**config.mk**
```make
export PLATFORM = sky130hd
export DESIGN_NAME = sorted_priority_queue
export DESIGN_NICKNAME = d
export VERILOG_FILES = /design/src/design/spq_pkg.sv /design/src/design/spq_cell.sv /design/src/design/sorted_priority_queue.sv
export SDC_FILE = /design/constraint.sdc
export NUM_CORES = 2
export LEC_CHECK = 0
export BUFFER_PORTS_ARGS = -buffer_cell sky130_fd_sc_hd__buf_2
export CAP_MARGIN = 20
export CELL_PAD_IN_SITES_DETAIL_PLACEMENT = 0
export CELL_PAD_IN_SITES_GLOBAL_PLACEMENT = 2
export CORE_MARGIN = 2
export CORE_UTILIZATION = 51
export CTS_CLUSTER_SIZE = 28
export DETAILED_ROUTE_END_ITERATION = 6
export HOLD_SLACK_MARGIN = 0.08
export PLACE_DENSITY = 0.83
export SLEW_MARGIN = 25
export SYNTH_ARGS = -nofsm -noshare
export SYNTH_HDL_FRONTEND = slang
export SYNTH_SLANG_ARGS = --single-unit
```
**constraint.sdc**
```tcl
create_clock -name clk -period 7.62 [get_ports clk]
set_clock_uncertainty 0.1 [all_clocks]
set_input_delay 1.524 -clock clk [delete_from_list [all_inputs] [get_ports clk]]
set_output_delay 1.524 -clock clk [all_outputs]
set_load 0.005 [all_outputs]
```
**src/design/spq_pkg.sv**
```systemverilog
// Package for the sorted priority queue: capacity, widths, operation and
// status codes, and the packed types of the request, result and cell entry.
// Depends on nothing; every other design file uses it by scoped names.
`timescale 1ns / 1ps

package spq_pkg;

	localparam int CAPACITY = 16;
	localparam int IDX_W    = $clog2(CAPACITY);
	localparam int CNT_W    = $clog2(CAPACITY + 1);
	localparam int COUNT_W  = 5;

	typedef enum logic [1:0] {
		OP_INSERT = 2'd0,
		OP_REMOVE = 2'd1,
		OP_PEEK   = 2'd2
	} op_code_t;

	typedef enum logic [1:0] {
		ST_OK        = 2'd0,
		ST_UNDERFLOW = 2'd1,
		ST_FULL      = 2'd2
	} status_code_t;

	typedef struct packed {
		logic [1:0]          operation;
		logic signed [15:0]  priority_req;
		logic signed [31:0]  item;
	} request_t;

	typedef struct packed {
		logic [1:0]          status;
		logic                empty_res;
		logic [COUNT_W-1:0]  count;
		logic signed [15:0]  max_priority;
		logic signed [31:0]  max_item;
		logic signed [15:0]  min_priority;
		logic signed [31:0]  min_item;
	} result_t;

	typedef struct packed {
		logic signed [15:0]  prio;
		logic signed [31:0]  item;
	} entry_t;

	// Control that the top level hands to each cell of the chain.
	typedef struct packed {
		logic ins;      // an insert is accepted this cycle
		logic valid;    // this cell holds a live entry
		logic left_lt;  // left neighbor keeps its entry (tied high at the head)
	} cell_ctrl_t;

endpackage

```
**src/design/spq_cell.sv**
```systemverilog
// One cell of the sorted chain: holds one entry, compares it with the entry
// being inserted and either keeps it, takes the new entry or takes its left
// neighbor's entry. Depends on spq_pkg.
`timescale 1ns / 1ps

module spq_cell (
	input  logic               clk,
	input  spq_pkg::cell_ctrl_t ctrl,
	input  spq_pkg::entry_t    new_entry,
	input  spq_pkg::entry_t    left_entry,
	output spq_pkg::entry_t    entry,
	output logic               lt
);

	spq_pkg::entry_t entry_q;

	// Strictly less keeps the entry in place, so an equal priority lands in
	// front of the older entries with the same priority.
	assign lt    = ctrl.valid && (entry_q.prio < new_entry.prio);
	assign entry = entry_q;

	always_ff @(posedge clk) begin
		if (ctrl.ins && !lt) begin
			entry_q <= ctrl.left_lt ? new_entry : left_entry;
		end
	end

endmodule

```
**src/design/sorted_priority_queue.sv**
```systemverilog
// Sorted priority queue built as a chain of spq_pkg::CAPACITY cells.
// The result strobe follows the accepting edge through two registers, pending_s1 and done_q.
// Throughput: one transaction per cycle; busy stays low, since every cell
// compares and shifts in the cycle of the insert and a remove only moves the count.
// Reset clears the entry count and the result strobe; cell contents are left as they are.
// The receiver cannot stall: each result is shown for exactly one cycle.
`timescale 1ns / 1ps

module sorted_priority_queue (
	input  logic               clk,
	input  logic               arst_n,
	input  logic               start,
	output logic               busy,
	input  spq_pkg::request_t  request,
	output logic               done,
	output spq_pkg::result_t   result
);

	localparam int CAP = spq_pkg::CAPACITY;

	logic [spq_pkg::CNT_W-1:0] count_q;
	logic                      accept;
	logic                      is_full;
	logic                      is_empty;
	logic                      do_insert;
	logic                      do_remove;
	logic [1:0]                status_d;

	spq_pkg::entry_t           new_entry;
	spq_pkg::entry_t           cell_entry [CAP];
	logic [CAP-1:0]            cell_lt;

	logic                      pending_s1;
	logic [1:0]                status_s1;
	logic                      done_q;
	spq_pkg::result_t          result_q;
	spq_pkg::entry_t           tail_entry;

	assign busy      = 1'b0;
	assign accept    = start && !busy;
	assign is_full   = (count_q >= spq_pkg::CNT_W'(CAP));
	assign is_empty  = (count_q == '0);
	assign do_insert = accept && (request.operation == spq_pkg::OP_INSERT) && !is_full;
	assign do_remove = accept && (request.operation == spq_pkg::OP_REMOVE) && !is_empty;

	assign new_entry.prio = request.priority_req;
	assign new_entry.item = request.item;

	always_comb begin
		status_d = spq_pkg::ST_OK;
		case (request.operation)
			spq_pkg::OP_INSERT: begin
				if (is_full) status_d = spq_pkg::ST_FULL;
			end
			spq_pkg::OP_REMOVE: begin
				if (is_empty) status_d = spq_pkg::ST_UNDERFLOW;
			end
			default: status_d = spq_pkg::ST_OK;
		endcase
	end

	genvar gi;
	generate
		for (gi = 0; gi < CAP; gi++) begin : g_cell
			spq_pkg::cell_ctrl_t ctrl;
			spq_pkg::entry_t     left_entry;

			assign ctrl.ins   = do_insert;
			assign ctrl.valid = (count_q > spq_pkg::CNT_W'(gi));
			if (gi == 0) begin : g_head
				assign ctrl.left_lt = 1'b1;
				assign left_entry   = new_entry;
			end else begin : g_body
				assign ctrl.left_lt = cell_lt[gi-1];
				assign left_entry   = cell_entry[gi-1];
			end

			spq_cell u_cell (
				.clk        (clk),
				.ctrl       (ctrl),
				.new_entry  (new_entry),
				.left_entry (left_entry),
				.entry      (cell_entry[gi]),
				.lt         (cell_lt[gi])
			);
		end
	endgenerate

	// The tail is read only when the queue is not empty.
	assign tail_entry = cell_entry[spq_pkg::IDX_W'(count_q - 1'b1)];

	always_ff @(posedge clk or negedge arst_n) begin
		if (!arst_n) begin
			count_q    <= '0;
			pending_s1 <= 1'b0;
			done_q     <= 1'b0;
		end else begin
			if (do_insert) begin
				count_q <= count_q + 1'b1;
			end else if (do_remove) begin
				count_q <= count_q - 1'b1;
			end
			pending_s1 <= accept;
			done_q     <= pending_s1;
		end
	end

	// The second stage sees the chain after the transaction has settled in it.
	always_ff @(posedge clk) begin
		if (accept) begin
			status_s1 <= status_d;
		end
		if (pending_s1) begin
			result_q.status    <= status_s1;
			result_q.empty_res <= is_empty;
			result_q.count     <= spq_pkg::COUNT_W'(count_q);
			if (is_empty) begin
				result_q.max_priority <= '0;
				result_q.max_item     <= '0;
				result_q.min_priority <= '0;
				result_q.min_item     <= '0;
			end else begin
				result_q.max_priority <= tail_entry.prio;
				result_q.max_item     <= tail_entry.item;
				result_q.min_priority <= cell_entry[0].prio;
				result_q.min_item     <= cell_entry[0].item;
			end
		end
	end

	assign done   = done_q;
	assign result = result_q;

	a_count_bound: assert property (@(posedge clk) disable iff (!arst_n)
		count_q <= spq_pkg::CNT_W'(CAP))
		else $error("entry count exceeds capacity");

	a_done_latency: assert property (@(posedge clk) disable iff (!arst_n)
		accept |-> ##2 done)
		else $error("result strobe missing two cycles after a transaction");

	a_full_status: assert property (@(posedge clk) disable iff (!arst_n)
		done && (result.status == spq_pkg::ST_FULL) |-> result.count == spq_pkg::COUNT_W'(CAP))
		else $error("full status reported below capacity");

	a_head_order: assert property (@(posedge clk) disable iff (!arst_n)
		(count_q >= spq_pkg::CNT_W'(2)) |-> (cell_entry[0].prio <= cell_entry[1].prio))
		else $error("head entries out of order");

endmodule

```
Yosys cells after proc, flatten, opt, wreduce, memory -nomap -nowiden --
Index checks and enable logic that the tools add are counted.
Word-level totals: word-level logic and storage cells 161, output and inout port bits 106, flip-flop bits (word level) 881, bits of input ports 53
Operators by class: add/subtract/negate cells 2, reduce and logical (&&, ||, !) cells 57, bitwise gates (word level) 1, $lt $le $gt $ge 34, mux-type cells 23, equal/unequal tests 1
Operator list (number):
- two-way mux 48 bit | 17
- < comparator 16 bit | 16
- binary-select mux 48 bit (select 4 bit) | 1
- greater-than comparator 5 x 4 -> 1 bit, second input constant | 8
- logical AND 1 bit | 36
- greater-than comparator 5 x 3 -> 1 bit, second input constant | 4
- logical NOT 1 bit | 18
- >= comparator 5 bit, second input constant | 2
- greater-than comparator 5 x 1 -> 1 bit, second input constant | 2
- greater-than comparator 5 x 2 -> 1 bit, second input constant | 2
- two-way mux 5 bit | 2
- adder 5 x 1 -> 5 bit, second input constant | 1
- logical NOT 5 bit | 1
- NOT 4 -> 5 bit | 1
- subtractor 5 x 1 -> 5 bit, second input constant | 1
- one-hot mux 2 bit (2 select lines) | 1
- equality test 2 x 1 -> 1 bit, second input constant | 1
- logical NOT 2 bit | 1
- two-way mux 2 bit | 1
- nonzero test 2 bit | 1
- two-way mux 1 bit | 1

Longest topological paths before layout --
depth after elaboration 5, mapped depth 12, gate-level depth less buffers 9

By module --
From an unflattened synthesis, not the netlist that was laid out.
Unflattened totals: cell total of the unflattened synthesis 3640, area, all modules 49645.1 um2
Modules (own cells, without submodules):
- spq_cell (g_cell[13].u_cell ...) | seq. area each 1441.4 um2, cells each 157, area an instance 2401.1 um2, times used 12
- sorted_priority_queue | seq. area each 3358.2 um2, cells each 1132, area an instance 11088.1 um2, times used 1
- spq_cell (g_cell[0].u_cell ...) | seq. area each 1441.4 um2, cells each 156, area an instance 2436.1 um2, times used 4

Worst setup path after synthesis --
No wires, ideal clock.
path kind input to register, from input request[47] (netlist name), to register g_cell[4].u_cell.entry_q (netlist bit g_cell[4].u_cell.entry[0]), enable pin, stages on the path 8, path slack 0.978 ns, data required time 7.007 ns, buffers on the path 0, arrival time 6.029 ns, setup time 0.513 ns, cells stage by stage inv_1 -> ha_1 -> and3_1 -> nand4_1 -> a21oi_1 -> a21oi_1 -> and3_1 -> nor3_1
Between the ends: word-level cells in the longest chain between the ends 4
RTL lines:
- from (decl) | RTL line sorted_priority_queue.sv:14 | input spq_pkg::request_t request,
- < comparator 16 bit | RTL line spq_cell.sv:19 | assign lt = ctrl.valid && (entry_q.prio < new_entry.prio);
- logical AND 1 bit | RTL line spq_cell.sv:19
- logical NOT 1 bit | RTL line spq_cell.sv:23 | if (ctrl.ins && !lt) begin
- logical AND 1 bit | RTL line spq_cell.sv:23
- to (signal assigned) | RTL line spq_cell.sv:24 | entry_q <= ctrl.left_lt ? new_entry : left_entry;
- to (decl) | RTL line spq_cell.sv:15 | spq_pkg::entry_t entry_q;
Every way passes these cells. A chain may end at the register's enable or synchronous reset.

Worst setup path in the final report --
from input request[37] (netlist name), to register g_cell[9].u_cell.entry_q (netlist bit g_cell[9].u_cell.entry[10]), data pin
Between the ends: word-level cells in the longest chain between the ends 3
RTL lines (RTL line):
- < comparator 16 bit | spq_cell.sv:19
- logical AND 1 bit | spq_cell.sv:19
- two-way mux 48 bit | spq_cell.sv:24
- to (signal assigned) | spq_cell.sv:24
- to (decl) | spq_cell.sv:15
Every way passes these cells.

==> flow_metrics.py <==
metrics = {
    "worst_hold_path": {
        "worstHoldPathCells": 1,
        "hp-start": "g_cell[13].u_cell.entry[30]",
        "min_to": "g_cell[14].u_cell.entry[30]",
        "min_path_type": "reg2reg",
    },
    "synthesis": {
        "ys_top_cells_by_count": "874 x edfxtp_1, 693 x mux2_2, 245 x ha_1",
        "yosysTopAreaCell": "edfxtp_1",
        "syn_nets": 3284,
        "ys_types": 61,
        "synth.avg_cell_area_sq_um": 15.9,
        "yosysWarnings": 0,
        "ys_top_cells_by_area": "edfxtp_1 55%, mux2_2 16%, mux4_2 9.1%",
        "synth_seq_area_share_pct": 55.7,
        "synth_seq_cells": 881,
        "synth_ff_type": "edfxtp_1",
        "synth_area_sq_mm": 0.0475,
        "synth_most_common_cell": "edfxtp_1",
        "async_reset_ff_share_pct": 0.795,
        "netlist.area_leader.share_pct": 55.3,
        "synth_edf_count": 874,
        "netlist_instances": 2986,
    },
    "critical_path": {
        "critPathArrivalTime_ns": 5.99,
        "critical_path_class": "in2reg",
        "worstPathRequired_ns": 7.94,
        "rrSetupSlack_ns": 3.26,
        "start_kind": "input port",
        "r2r-end": "result[87]",
        "r2r_cells": 7,
        "slowest_delay_ns": 0.77,
        "crit_path_frequent_cell": "a211oi_1",
        "r2r_start": "count_q[0]",
        "cp_slowest_cell": "nand2_2",
        "critPathCaptureType": "flop",
        "worstPathMaxFanout": 27,
        "crit_chain": "buf_2 -> inv_1 -> ha_1 -> a211oi_1 -> nor2_1 -> a211oi_1 -> o211ai_1 -> xor2_1 -> nand2_2 -> buf_4 -> mux2_2",
    },
    "clocking": {
        "cts_resized": 0,
        "post_cts_buffers": 0,
        "cts-root-buf": "clkbuf_16",
        "clkTransAtPathRegs_ns": 0.06,
        "hold_buffers": 0,
        "cts_tree": "built",
        "numClockSinks": 881,
        "cts_max_level": 3,
        "clk_latency_ns": 0.69,
        "clock_tree.buffer_depth": 3,
        "cts_buffers": 97,
    },
    "global_route": {
        "antenna_found_initial": 3,
        "grt.total_usage_pct": 28.9,
        "grt_first_pass_wirelength_microns": 202000,
        "grt.overflow.total": 0,
        "grt_max_degree": 79,
        "grt_pass1_vias": 29200,
    },
    "route": {
        "drc": 0,
        "drtAntennaViolNets": 0,
        "drt_iter0_drc": 2941,
        "wirelength_microns": 137000,
        "wire_per_inst_microns": 31.1,
        "vias": 28800,
        "drt_pass1_iterations": 5,
        "viasPerCell": 6.52,
    },
    "timing": {
        "tightest_slew_ns": 1.12,
        "slew_headroom_pct": 25.3,
        "fmax_mhz": 177,
        "post-route-min-period_ns": 5.67,
        "rsz0062_at_grt": "false",
        "period_share_pct": 74.3,
        "whs_ns": 0.464,
        "setup_violations": 0,
        "slew_violations": 0,
        "hold_violations": 0,
        "finalSetupTns_ns": 0,
    },
    "finish": {
        "syn_to_final_growth_pct": 11.3,
        "fill_cells": 7308,
        "drive_gt1_share_pct": 40.9,
        "nets": 3394,
        "multiInputGateArea_sq_mm": 0.0202,
        "seq_area_sq_mm": 0.0264,
        "finalInstanceArea_sq_mm": 0.0528,
        "layoutNonFillerInstCount": 4421,
    },
    "power": {
        "power_density_mw_per_mm2": 330,
        "power.leakage_nw": 18.4,
        "irDropWorstVdd_mv": 0.544,
    },
    "die": {
        "initial_core_util_pct": 51.6,
        "die_h_microns": 309,
        "fp-row-count": 111,
        "die_area_sq_mm": 0.0955,
        "die_w_microns": 309,
        "ioPinCount": 159,
        "core_sq_mm": 0.0919,
    },
    "place": {
        "io_buffers": 157,
        "dp_cells": 4239,
        "place_area_sq_mm": 0.0497,
        "place.detailed.hpwl_microns": 84600,
        "gp_congestion": 0.867,
    },
    "run": {
        "cap_viol_max_count": 0,
    },
    "status": {
        "status": "completed",
    },
}
==> area by class of cell <==
cell class | instances | area share [%]
inverters | 29 | 0.206
flip-flops and latches | 881 | 50.0
well taps | 1243 | 2.95
diodes | 2 | 0.00948
clock buffers | 115 | 4.81
repair buffers | 224 | 2.73
multi-input cells | 1863 | 38.3
clock inverters | 64 | 0.988
==> flip-flops by register name (all words and copies together), names as in the netlist <==
| name | cells |
|---|---|
| status_s1 | 2 |
| g_cell.u_cell.entry | 768 |
| count_q | 5 |
| done | 1 |
| pending_s1 | 1 |
| result | 104 |
==> cell families after synthesis <==
family / count (synthesis) / synth area share (%)
multiplexers: 946 / 26.9
flip-flops: 881 / 55.7
adder cells (fa/ha/maj): 245 / 6.46
buffers and inverters: 242 / 2.22
other: 1 / 0.00790
XOR/XNOR: 11 / 0.203
AO/OA/AOI/OAI: 340 / 4.81
AND/OR/NAND/NOR: 320 / 3.69
==> per-stage QoR <==
step	setup slack, ns	total power [mW]	util [%]
final	1.95	17.4	57.4
after global routing	1.82	18.1	57.4
after CTS	2.06	17.5	57.4
after detailed placement	1.34	12.9	54.1
after global placement	1.43	12.8	54.0
after floorplan	0.978	10.8	-
==> critical path, delay by kind of cell <==
| kind | cells | cell delay [ns] |
|---|---|---|
| buffers and inverters | 3 | 1.46 |
| adder cells (fa/ha/maj) | 1 | 0.38 |
| XOR/XNOR | 1 | 0.43 |
| multiplexers | 1 | 0.31 |
| AND/OR/NAND/NOR | 2 | 0.84 |
| AO/OA/AOI/OAI | 3 | 1.01 |
==> routing by layer <==
layer	wire, microns	vias up	GRT usage, %
met5	0	-	0
met4	4420	0	10.1
met3	9600	212	4.33
met2	63900	1153	45.7
met1	59500	15200	41.1
li1	-	12300	-
==> where the power goes <==
part           leakage [nW]  total, mW  switching [mW]  internal [mW]
Clock                  1.51       4.63            2.01           2.61
Combinational          8.90       6.70            3.70           3.00
Sequential             8.03       6.12           0.211           5.91
==> cells in the final DEF (no fill, tap or decap), types with 25 or more instances in the layout <==
master,instances
edfxtp_1,874
mux2_2,693
ha_1,244
mux4_2,192
buf_2,157
a211oi_1,122
clkbuf_16,99
o21ai_0,64
nor2b_1,56
buf_4,56
a21oi_1,54
and2_1,52
mux2i_1,50
nand2_1,48
nor2_1,47
a21o_1,36
clkinv_1,29
inv_1,27
nand4_1,25
==> worst max-delay path by stage <==
| stage | startpoint | to | slack [ns] | cells after the start |
|---|---|---|---|---|
| after global routing | request[37] | g_cell[9].u_cell.entry[10] | 1.82 | 11 |
| after global placement | request[42] | g_cell[6].u_cell.entry[47] | 1.43 | 12 |
| final | request[37] | g_cell[9].u_cell.entry[10] | 1.95 | 11 |
| after detailed placement | request[37] | g_cell[9].u_cell.entry[10] | 1.34 | 11 |
| after floorplan | request[47] | g_cell[4].u_cell.entry[0] | 0.98 | 8 |
| after CTS | request[37] | g_cell[9].u_cell.entry[10] | 2.06 | 11 |
(Power assumes the default switching activity.)
